[src/sv/dlog_pkg.sv]
// dlog_pkg: shared types and constants for the dedup error log table
// request and response words, mode, status and sequencer state codes
// no dependencies

package dlog_pkg;

	localparam int CAPACITY = 16;
	localparam int ADDR_W   = (CAPACITY > 1) ? $clog2(CAPACITY) : 1;
	localparam int CNT_W    = $clog2(CAPACITY + 1);
	localparam int FILL_W   = 5;
	localparam int SLOT_W   = 8;
	localparam int DESC_W   = 32;
	localparam int FILE_W   = 32;
	localparam int LINE_W   = 16;
	localparam int ENTRY_W  = DESC_W + FILE_W + LINE_W;

	typedef enum logic [1:0] {
		MODE_ADD    = 2'd0,
		MODE_REMOVE = 2'd1,
		MODE_CLEAR  = 2'd2,
		MODE_READ   = 2'd3
	} mode_t;

	typedef enum logic [1:0] {
		ST_DONE    = 2'd0,
		ST_DUP     = 2'd1,
		ST_EVICT   = 2'd2,
		ST_BAD_IDX = 2'd3
	} status_t;

	typedef enum logic [2:0] {
		S_IDLE,
		S_SCAN,
		S_SHIFT,
		S_WRITE,
		S_READ,
		S_FINISH
	} state_t;

	typedef struct packed {
		logic [1:0]        mode;
		logic [DESC_W-1:0] desc_id;
		logic [FILE_W-1:0] file_id;
		logic [LINE_W-1:0] line_num;
		logic [SLOT_W-1:0] slot;
	} req_word_t;

	typedef struct packed {
		logic [1:0]        status;
		logic [FILL_W-1:0] fill;
		logic [DESC_W-1:0] out_desc;
		logic [FILE_W-1:0] out_file;
		logic [LINE_W-1:0] out_line;
	} rsp_word_t;

	typedef struct packed {
		logic [DESC_W-1:0] desc;
		logic [FILE_W-1:0] file;
		logic [LINE_W-1:0] line;
	} entry_t;

endpackage

[src/sv/dlog_ram.sv]
// dlog_ram: generic single write port, single read port ram
// read data is registered; no dependencies

module dlog_ram #(
	parameter int WIDTH = 8,
	parameter int DEPTH = 16
) (
	input  logic                                      clk,
	input  logic                                      we,
	input  logic [((DEPTH > 1) ? $clog2(DEPTH) : 1)-1:0] waddr,
	input  logic [WIDTH-1:0]                          wdata,
	input  logic                                      re,
	input  logic [((DEPTH > 1) ? $clog2(DEPTH) : 1)-1:0] raddr,
	output logic [WIDTH-1:0]                          rdata
);

	logic [WIDTH-1:0] mem_q [DEPTH];

	always_ff @(posedge clk) begin
		if (we) begin
			mem_q[waddr] <= wdata;
		end
		if (re) begin
			rdata <= mem_q[raddr];
		end
	end

endmodule

[src/sv/dedup_error_log_table.sv]
// dedup_error_log_table: ordered error log of up to CAPACITY records with duplicate removal
// uses dlog_pkg for types and constants and dlog_ram for the entry store

// Each request word gives exactly one response word. The entries sit in one ram
// with a single read and a single write port, and one comparator walks it a word
// per cycle. An add scans all held entries; a new record is then written, or,
// when the log is full, written after a shift of the whole store. A remove shifts
// the entries above the slot, a read fetches one slot and a clear empties the
// log. The response sits in an output register, so the next request is taken
// while it waits.

module dedup_error_log_table (
	input  logic                 clk,
	input  logic                 arst_n,
	input  logic                 req_valid,
	output logic                 req_stall,
	input  dlog_pkg::req_word_t  req,
	output logic                 rsp_valid,
	input  logic                 rsp_stall,
	output dlog_pkg::rsp_word_t  rsp
);

	localparam int AW = dlog_pkg::ADDR_W;
	localparam int CW = dlog_pkg::CNT_W;

	dlog_pkg::state_t  state_q, state_d;
	dlog_pkg::mode_t   op_q;
	dlog_pkg::status_t status_q;
	dlog_pkg::entry_t  key_q;
	dlog_pkg::rsp_word_t rsp_q;
	logic [AW-1:0]     slot_q;
	logic [AW-1:0]     dst_s1;
	logic [CW-1:0]     count_q;
	logic [CW-1:0]     idx_q;
	logic [CW-1:0]     idx_plus;
	logic              pend_q;
	logic              dup_q;
	logic              full_q;
	logic              rsp_valid_q;
	logic              accept;
	logic              bad_idx;
	logic              scan_done;
	logic              shift_done;
	logic              rsp_load;
	logic              hit;

	logic              ram_we;
	logic              ram_re;
	logic [AW-1:0]     ram_waddr;
	logic [AW-1:0]     ram_raddr;
	dlog_pkg::entry_t  ram_wdata;
	dlog_pkg::entry_t  ram_rdata;

	dlog_ram #(
		.WIDTH(dlog_pkg::ENTRY_W),
		.DEPTH(dlog_pkg::CAPACITY)
	) u_ram (
		.clk  (clk),
		.we   (ram_we),
		.waddr(ram_waddr),
		.wdata(ram_wdata),
		.re   (ram_re),
		.raddr(ram_raddr),
		.rdata(ram_rdata)
	);

	assign req_stall  = (state_q != dlog_pkg::S_IDLE);
	assign accept     = req_valid && !req_stall;
	assign bad_idx    = (32'(req.slot) >= 32'(count_q));
	assign idx_plus   = idx_q + 1'b1;
	assign scan_done  = !pend_q && (idx_q >= count_q);
	assign shift_done = !pend_q && (idx_plus >= count_q);
	assign rsp_load   = !rsp_valid_q || !rsp_stall;
	assign hit        = pend_q && (ram_rdata == key_q);
	assign rsp_valid  = rsp_valid_q;
	assign rsp        = rsp_q;

	// next state
	always_comb begin
		state_d = state_q;
		unique case (state_q)
			dlog_pkg::S_IDLE: begin
				if (accept) begin
					unique case (dlog_pkg::mode_t'(req.mode))
						dlog_pkg::MODE_ADD:    state_d = dlog_pkg::S_SCAN;
						dlog_pkg::MODE_REMOVE: state_d = bad_idx ? dlog_pkg::S_FINISH
						                                         : dlog_pkg::S_SHIFT;
						dlog_pkg::MODE_CLEAR:  state_d = dlog_pkg::S_FINISH;
						dlog_pkg::MODE_READ:   state_d = bad_idx ? dlog_pkg::S_FINISH
						                                         : dlog_pkg::S_READ;
						default:               state_d = dlog_pkg::S_IDLE;
					endcase
				end
			end
			dlog_pkg::S_SCAN: begin
				if (scan_done) begin
					priority if (dup_q) begin
						state_d = dlog_pkg::S_FINISH;
					end else if (full_q) begin
						state_d = dlog_pkg::S_SHIFT;
					end else begin
						state_d = dlog_pkg::S_WRITE;
					end
				end
			end
			dlog_pkg::S_SHIFT: begin
				if (shift_done) begin
					state_d = (op_q == dlog_pkg::MODE_ADD) ? dlog_pkg::S_WRITE
					                                       : dlog_pkg::S_FINISH;
				end
			end
			dlog_pkg::S_WRITE:  state_d = dlog_pkg::S_FINISH;
			dlog_pkg::S_READ:   state_d = dlog_pkg::S_FINISH;
			dlog_pkg::S_FINISH: begin
				if (rsp_load) begin
					state_d = dlog_pkg::S_IDLE;
				end
			end
			default: state_d = dlog_pkg::S_IDLE;
		endcase
	end

	// ram control
	always_comb begin
		ram_re    = 1'b0;
		ram_raddr = idx_q[AW-1:0];
		ram_we    = 1'b0;
		ram_waddr = dst_s1;
		ram_wdata = ram_rdata;
		unique case (state_q)
			dlog_pkg::S_SCAN: begin
				ram_re    = (idx_q < count_q);
				ram_raddr = idx_q[AW-1:0];
			end
			dlog_pkg::S_SHIFT: begin
				ram_re    = (idx_plus < count_q);
				ram_raddr = idx_plus[AW-1:0];
				ram_we    = pend_q;
				ram_waddr = dst_s1;
				ram_wdata = ram_rdata;
			end
			dlog_pkg::S_WRITE: begin
				ram_we    = 1'b1;
				ram_waddr = full_q ? AW'(dlog_pkg::CAPACITY - 1) : count_q[AW-1:0];
				ram_wdata = key_q;
			end
			dlog_pkg::S_READ: begin
				ram_re    = 1'b1;
				ram_raddr = slot_q;
			end
			default: begin
				ram_re = 1'b0;
				ram_we = 1'b0;
			end
		endcase
	end

	always_ff @(posedge clk or negedge arst_n) begin
		if (!arst_n) begin
			state_q     <= dlog_pkg::S_IDLE;
			op_q        <= dlog_pkg::MODE_ADD;
			status_q    <= dlog_pkg::ST_DONE;
			count_q     <= '0;
			idx_q       <= '0;
			dst_s1      <= '0;
			pend_q      <= 1'b0;
			dup_q       <= 1'b0;
			full_q      <= 1'b0;
			rsp_valid_q <= 1'b0;
		end else begin
			state_q <= state_d;
			if (state_q == dlog_pkg::S_FINISH && rsp_load) begin
				rsp_valid_q <= 1'b1;
			end else if (!rsp_stall) begin
				rsp_valid_q <= 1'b0;
			end
			unique case (state_q)
				dlog_pkg::S_IDLE: begin
					if (accept) begin
						op_q   <= dlog_pkg::mode_t'(req.mode);
						pend_q <= 1'b0;
						dup_q  <= 1'b0;
						full_q <= (count_q == CW'(dlog_pkg::CAPACITY));
						idx_q  <= (req.mode == dlog_pkg::MODE_REMOVE) ? CW'(req.slot) : '0;
						if ((req.mode == dlog_pkg::MODE_REMOVE ||
						     req.mode == dlog_pkg::MODE_READ) && bad_idx) begin
							status_q <= dlog_pkg::ST_BAD_IDX;
						end else begin
							status_q <= dlog_pkg::ST_DONE;
						end
						if (req.mode == dlog_pkg::MODE_CLEAR) begin
							count_q <= '0;
						end
					end
				end
				dlog_pkg::S_SCAN: begin
					if (hit) begin
						dup_q <= 1'b1;
					end
					if (idx_q < count_q) begin
						idx_q  <= idx_plus;
						pend_q <= 1'b1;
					end else begin
						pend_q <= 1'b0;
					end
					if (scan_done) begin
						idx_q <= '0;
						priority if (dup_q) begin
							status_q <= dlog_pkg::ST_DUP;
						end else if (full_q) begin
							status_q <= dlog_pkg::ST_EVICT;
						end else begin
							status_q <= dlog_pkg::ST_DONE;
						end
					end
				end
				dlog_pkg::S_SHIFT: begin
					if (idx_plus < count_q) begin
						idx_q  <= idx_plus;
						dst_s1 <= idx_q[AW-1:0];
						pend_q <= 1'b1;
					end else begin
						pend_q <= 1'b0;
					end
					if (shift_done && op_q == dlog_pkg::MODE_REMOVE) begin
						count_q <= count_q - 1'b1;
					end
				end
				dlog_pkg::S_WRITE: begin
					if (!full_q) begin
						count_q <= count_q + 1'b1;
					end
				end
				default: begin
					pend_q <= 1'b0;
				end
			endcase
		end
	end

	// response word and captured request fields
	always_ff @(posedge clk) begin
		if (accept) begin
			key_q.desc <= req.desc_id;
			key_q.file <= req.file_id;
			key_q.line <= req.line_num;
			slot_q     <= req.slot[AW-1:0];
		end
		if (state_q == dlog_pkg::S_FINISH && rsp_load) begin
			rsp_q.status <= status_q;
			rsp_q.fill   <= dlog_pkg::FILL_W'(count_q);
			if (op_q == dlog_pkg::MODE_READ && status_q == dlog_pkg::ST_DONE) begin
				rsp_q.out_desc <= ram_rdata.desc;
				rsp_q.out_file <= ram_rdata.file;
				rsp_q.out_line <= ram_rdata.line;
			end else begin
				rsp_q.out_desc <= '0;
				rsp_q.out_file <= '0;
				rsp_q.out_line <= '0;
			end
		end
	end

	a_count_bound: assert property (@(posedge clk) disable iff (!arst_n)
		count_q <= CW'(dlog_pkg::CAPACITY))
		else $error("entry count above capacity");

	a_accept_leaves_idle: assert property (@(posedge clk) disable iff (!arst_n)
		accept |=> state_q != dlog_pkg::S_IDLE)
		else $error("accepted word not processed");

	a_clear_empties: assert property (@(posedge clk) disable iff (!arst_n)
		accept && req.mode == dlog_pkg::MODE_CLEAR |=> count_q == '0)
		else $error("clear left entries");

	a_shift_write_in_range: assert property (@(posedge clk) disable iff (!arst_n)
		ram_we && state_q == dlog_pkg::S_SHIFT |-> CW'(ram_waddr) < count_q)
		else $error("shift write beyond held entries");

	a_rsp_only_from_finish: assert property (@(posedge clk) disable iff (!arst_n)
		$rose(rsp_valid_q) |-> $past(state_q) == dlog_pkg::S_FINISH)
		else $error("response raised outside finish");

endmodule

[config.mk]
export PLATFORM = sky130hd
export DESIGN_NAME = dedup_error_log_table
export DESIGN_NICKNAME = d
export VERILOG_FILES = /design/src/sv/dlog_pkg.sv /design/src/sv/dlog_ram.sv /design/src/sv/dedup_error_log_table.sv
export SDC_FILE = /design/constraint.sdc
export NUM_CORES = 2
export LEC_CHECK = 0
export BUFFER_PORTS_ARGS = -buffer_cell sky130_fd_sc_hd__buf_2
export CAP_MARGIN = 20
export CORE_ASPECT_RATIO = 1.25
export CORE_MARGIN = 2
export CORE_UTILIZATION = 66
export DETAILED_ROUTE_END_ITERATION = 8
export PLACE_DENSITY = 0.83
export SLEW_MARGIN = 30
export SYNTH_ARGS = -nofsm -noshare
export SYNTH_HDL_FRONTEND = slang
export SYNTH_HIERARCHICAL = 1
export SYNTH_SLANG_ARGS = --single-unit
[constraint.sdc]
create_clock -name clk -period 20.8 [get_ports clk]
set_clock_uncertainty 0.15 [all_clocks]
set_input_delay 5.2 -clock clk [delete_from_list [all_inputs] [get_ports clk]]
set_output_delay 5.2 -clock clk [all_outputs]
set_load 0.01 [all_outputs]
# After elaboration in Yosys (flattened, before gate mapping)
# Memory sizes are Yosys's and may differ from the RTL's. A register that Yosys moved wholly into a read port is not among the register bits.
# Index checks and enable logic that the tools add are counted.
[totals]
register_bits = 196
latch_bits = 0
ram_bits = 1280
mem_bits_ro = 0
input_bits = 94
wordCells = 127
n_memories = 1
[classes]
add_sub_neg = 3
n_mul = 0
div_mod_pow = 0
order_cmp = 5
n_eq_ne = 23
n_shift = 0
muxes = 44
bitwise = 1
n_reduce_logical = 31
[memory_table]
columns = ["memory", "depth", "width", "read_ports", "rd_clocked_by_memory_dff", "wr", "line_no", "rtl"]
rows = [
  ["u_ram.mem_q", 16, 80, 1, 1, 1, "dlog_ram.sv:17", "logic [WIDTH-1:0] mem_q [DEPTH];"],
]
[op_table]
columns = ["cell", "n"]
rows = [
  ["$eq 80x80->1", 1],
  ["$mux 80", 1],
  ["$mux 5", 9],
  ["$pmux 5 s3", 2],
  ["$mux 3", 7],
  ["$ne 2x2->1 const B", 9],
  ["$pmux 3 s5", 1],
  ["$pmux 3 s4", 1],
  ["$add 5x1->5 const B", 2],
  ["$ge 5x5->1", 2],
  ["$lt 5x5->1", 2],
  ["$mux 1", 10],
  ["$mux 2", 5],
  ["$reduce_bool 3->1", 3],
  ["$ge 8x5->1", 1],
  ["$logic_and 1x1->1", 8],
  ["$mux 4", 2],
  ["$pmux 4 s2", 1],
  ["$reduce_and 4->1", 2],
  ["$eq 2x2->1 const B", 3],
  ["$eq 3x2->1 const B", 2],
  ["$eq 3x3->1 const B", 2],
  ["$logic_not 2->1", 3],
  ["$reduce_and 2->1", 3],
  ["18 further kinds", 25],
]

# Depth between registers and ports, before layout
[logic_depth]
ltp_word = 6
mapped_depth = 13
mapped_depth_nobuf = 10

# Hierarchy
# Netlist, hierarchy kept.
[modules_own_cells]
columns = ["module", "n_inst", "cells_each", "area_per_inst_um2", "seq_area_each_um2"]
rows = [
  ["dlog_ram", 1, 2054, 50223.2, 40839.2],
  ["dedup_error_log_table", 1, 780, 9575.4, 5760.5],
]

# Worst setup path before layout
# No wires, ideal clock.
[synth_timing]
path_kind = "input -> register"
start = "input rsp_stall"
end = "register rsp_q, in the netlist rsp[0], enable pin"
setup_ns = 0.561
arrival_ns = 9.428
required_time_ns = 20.089
path_slack_ns = 10.662
path_stages = 1
n_path_buf = 0
path_cell_list = "a21oi_1"
[synth_via]
elab_chain_cells = 3
[synth_rtl]
columns = ["item", "line_no", "rtl"]
rows = [
  ["start, declared", "dedup_error_log_table.sv:19", "input logic rsp_stall,"],
  ["$logic_not 1->1", "--", ""],
  ["$logic_or 1x1->1", "dedup_error_log_table.sv:73", "assign rsp_load = !rsp_valid_q || !rsp_stall;"],
  ["$logic_and 1x1->1", "dedup_error_log_table.sv:249", "if (state_q == dlog_pkg::S_FINISH && rsp_load) begin"],
  ["end, declared", "dedup_error_log_table.sv:30", "dlog_pkg::rsp_word_t rsp_q;"],
]
# Every way passes these cells.
# A chain may end at the register's enable or synchronous reset.

# Worst setup path in the final report
[layout_timing]
start = "register state_q[0]"
end = "output req_stall"
[layout_via]
elab_chain_cells = 1
[layout_rtl]
columns = ["item", "line_no", "rtl"]
rows = [
  ["start, declared", "dedup_error_log_table.sv:26", "dlog_pkg::state_t state_q, state_d;"],
  ["start signal, assigned", "dedup_error_log_table.sv:160", "state_q <= dlog_pkg::S_IDLE;"],
  ["start signal, assigned", "dedup_error_log_table.sv:171", "state_q <= state_d;"],
  ["$reduce_bool 3->1", "dedup_error_log_table.sv:67", "assign req_stall = (state_q != dlog_pkg::S_IDLE);"],
  ["end, declared", "dedup_error_log_table.sv:16", "output logic req_stall,"],
]
# Every way passes these cells.

==> out/results.txt <==
Based on the critical path, the design can be clocked at up to 135.7 MHz. The run gives 4384 as the final cell count without fillers. In this run the vertical extent of the chip is 340.5 µm. After the first detailed-routing iteration, the DRC count stood at 5652. The run finished with clean final reports.

Walking the worst path, the cells encountered are nor3_1 -> inv_1 -> buf_2. Max-cap violation count: 0. The synthesized design contains 1556 register bits. The number of nets in the synthesized netlist is 2948. The number of global-route vias before repair is 32910, and the switching share of total power is 0.3436. Dividing the detail-routed via count by the number of cells gives 7.405. The maximum fanout along the worst path is 25, and the count of endpoints failing hold in the final timing report is 0.

The net count of the finished layout is 3196. In this run the mean area of a mapped cell was 21.10 µm². The tools report the share of the yosys chip area belonging to registers as 0.7793. The area growth from synthesis to layout is 11.89%. The share of layout cells above drive strength 1 works out to 0.2689.

On the worst path, the slowest cell contributes a delay of 0.68 ns. The logs give 3 for the clock tree buffer depth and 0.9101 for the routability congestion estimate. The global-route usage over all layers is 0.3578, and the wire length of the first global-routing pass is 232300 µm. The cell accounting for the most synthesized area is sky130_fd_sc_hd__edfxtp_1. The number of enable-type register cells in the synthesized netlist came out at 1531. The count of different cell masters after synthesis was 58; the number of slew-limit violations in the final report was 0.

The worst setup path is launched from a register. By area the synthesized netlist is led by sky130_fd_sc_hd__edfxtp_1 (77%), sky130_fd_sc_hd__mux4_2 (12%), sky130_fd_sc_hd__a22oi_1 (2.0%). STA classifies the critical path endpoint as an output port. The global route total overflow was 0.

Port buffering added 182 buffers. The area share of the largest cell type after synthesis was 0.7688. The run gives 4122 as the total instance count after detailed placement. The final critical-path share of the clock period works out to 0.3544. Fill cells in the final layout number 4486. The number of instances in the synthesized netlist came out at 2834. Post-CTS repair changed the size of 0 cells. In this run the cell area of the synthesized design comes to 0.05980 mm². Buffers inserted to repair hold after CTS numbered 0. The logs give 0.6653 for the initial standard-cell utilization of the core and 6 for the warning count from the yosys run.

The tools report the CTS root buffer as sky130_fd_sc_hd__clkbuf_16. The run gives 6 as the detailed-router iteration count before antenna repair. After detailed routing, the number of remaining DRC violations is 0.

For the power share of the combinational group, the log shows 0.341. In the synthesized netlist the dominant register cell turns out to be sky130_fd_sc_hd__edfxtp_1. The analysis attributes to net switching a power of 3.741 mW.

Once placement finished, the instance area stood at 0.06226 mm². In this run the remaining antenna-violating nets after routing total 0. The die is 273.2 µm wide. For the cell row count, the log shows 123. Clock latency on the worst-skew pair, taken at its later pin, is 0.74 ns.

The placed wire-length estimate is 78590 µm, and the proportion of synthesized flip-flops having asynchronous set or reset is 0.01607. The internal portion of the total power is 7.146 mW. The static leakage came out at 21.71 nW. The routed layout has 32460 vias.

The initial antenna violation count was 6. The logs give 0.3050 for the tightest slew margin relative to the limit and 167700 µm for the overall routed net length. The type of the worst setup path was register to output port. Setup total negative slack on the finished layout was measured at 0 ns. The largest net degree at the start of global routing is 169. The average wire per cell in the routed design works out to 38.26 µm. Data on the critical path is required at its endpoint by 15.45 ns. The slowest stage of the critical path belongs to the cell sky130_fd_sc_hd__dfrtp_1. For this design the top-level I/O count stands at 183.

After layout, the design draws a total of 10.89 mW. The H-tree generated during clock tree synthesis spans 4 levels. The number of clock buffers added by TritonCTS is 141. The die covers 0.09304 mm². The worst hold-check path type is register to register. The post-layout minimum cycle time was 7.371 ns; the CTS sink count was 1556. Setup repair after global routing left no endpoint under its margin. The transition time of the tightest slew-check pin was 1.042 ns.

In this run the power density over the cells is 162.7 mW/mm². The post-CTS setup buffer count is 0, and the share of total power in the clock network is 0.240. TritonCTS built the clock tree. For the worst setup path, the data arrival time is 2.02 ns. The register share of total power came out at 0.419. The core region area is 0.08988 mm².

IR analysis of the VDD net gives a maximum drop of 0.0001688 V. The area of all placed cells without fillers is 0.06691 mm², and the number of failing setup endpoints in the final timing report is 0. The clock-pin slew reported for the worst setup and hold paths after clock tree synthesis is 0.06 ns.
-- final timing paths --
check | end | slack (ns) | depth (start not counted) | from
min in group asynchronous | count_q[3] | 4.33 | 1 | arst_n
worst max-delay path | req_stall | 13.43 | 3 | state_q[0]
worst max register to register | u_ram/mem_q[12][34] | 14.92 | 7 | state_q[0]
worst min register to register | dst_s1[1] | 0.38 | 1 | dst_s1[1]
worst min-delay path | dst_s1[1] | 0.38 | 1 | dst_s1[1]
max in group asynchronous | count_q[2] | 15.76 | 1 | arst_n
-- cells by family after synthesis --
kind of cell | share of synthesized area
mux | 0.1314
simple gates | 0.02917
fa+ha+maj | 0.004310
xor+xnor | 0.009667
flops | 0.7793
compound gates | 0.03256
buf+inv | 0.01362
-- power groups by stage --
stage               Sequential, mW  Clock (mW)  Combinational (mW)
global route                  4.58        2.73                3.87
global placement              4.57           0                3.31
finish                        4.56        2.61                3.72
CTS                           4.55        2.61                3.59
floorplan                     4.55           0                2.46
detailed placement            4.59           0                3.48
-- cells in the mapped netlist (all sizes together), types with 19 or more instances --
cell,instances
nor2,30
buf,71
xnor2,47
nor4,23
mux2,56
a21oi,19
a22oi,162
o21ai,25
edfxtp,1531
nand2,185
ha,19
clkbuf,69
inv,39
xor2,19
mux4,320
dfrtp,25
and2,65
-- critical path: cells and delay by family (launching register included) --
family	cells	cell delay, ns
buf+inv	2	0.20
flops	1	0.68
simple gates	1	0.40
-- cell type report --
type,instances,area (µm²),share of cell area
Tap cell,1187,1485,0.02220
Inverter,39,148.9,0.002225
Sequential cell,1556,46600,0.6965
Clock buffer,173,3734,0.05580
Timing Repair Buffer,245,1545,0.02310
Antenna cell,3,7.507,0.0001122
Multi-Input combinational cell,1099,12620,0.1886
Clock inverter,82,770.7,0.01152
-- flip-flops by register name, indices dropped and copies added, names as in the netlist, 3 cells and up --
signal	cells
u_ram/mem_q	1280
rsp	87
key_q	80
u_ram/rdata	80
count_q	5
idx_q	5
dst_s1	4
slot_q	4
state_q	3
-- routing by layer --
| metal | share of wire | global-route usage | vias up |
|---|---|---|---|
| met3 | 0.14 | 0.08732 | 681 |
| met2 | 0.49 | 0.5694 | 3446 |
| met4 | 0.062 | 0.1926 | 8 |
| li1 | - | - | 12190 |
| met5 | 0.00030 | 0 | - |
| met1 | 0.31 | 0.4635 | 16140 |
-- per-stage QoR --
stage | hold WS [ns] | utilization | setup slack, ns
after floorplan | 0.2731 | - | 10.66
after global placement | 0.3216 | 0.6920 | 13.41
after detailed placement | 0.3446 | 0.6928 | 13.33
after CTS | 0.3616 | 0.7429 | 13.42
after global routing | 0.3951 | 0.7444 | 13.26
final | 0.3770 | 0.7444 | 13.43
-- cells in the final DEF (no fill, tap or decap), drive strengths merged, types with 25 or more instances in the layout --
| cell type | instances |
|---|---|
| inv | 45 |
| a22oi | 162 |
| clkbuf | 173 |
| buf | 245 |
| edfxtp | 1531 |
| o21ai | 25 |
| mux2 | 56 |
| xnor2 | 47 |
| nor2 | 30 |
| dfrtp | 25 |
| nand2 | 185 |
| mux4 | 320 |
| clkinv | 56 |
| and2 | 65 |
Note: power is estimated with default switching activity, not from simulation.
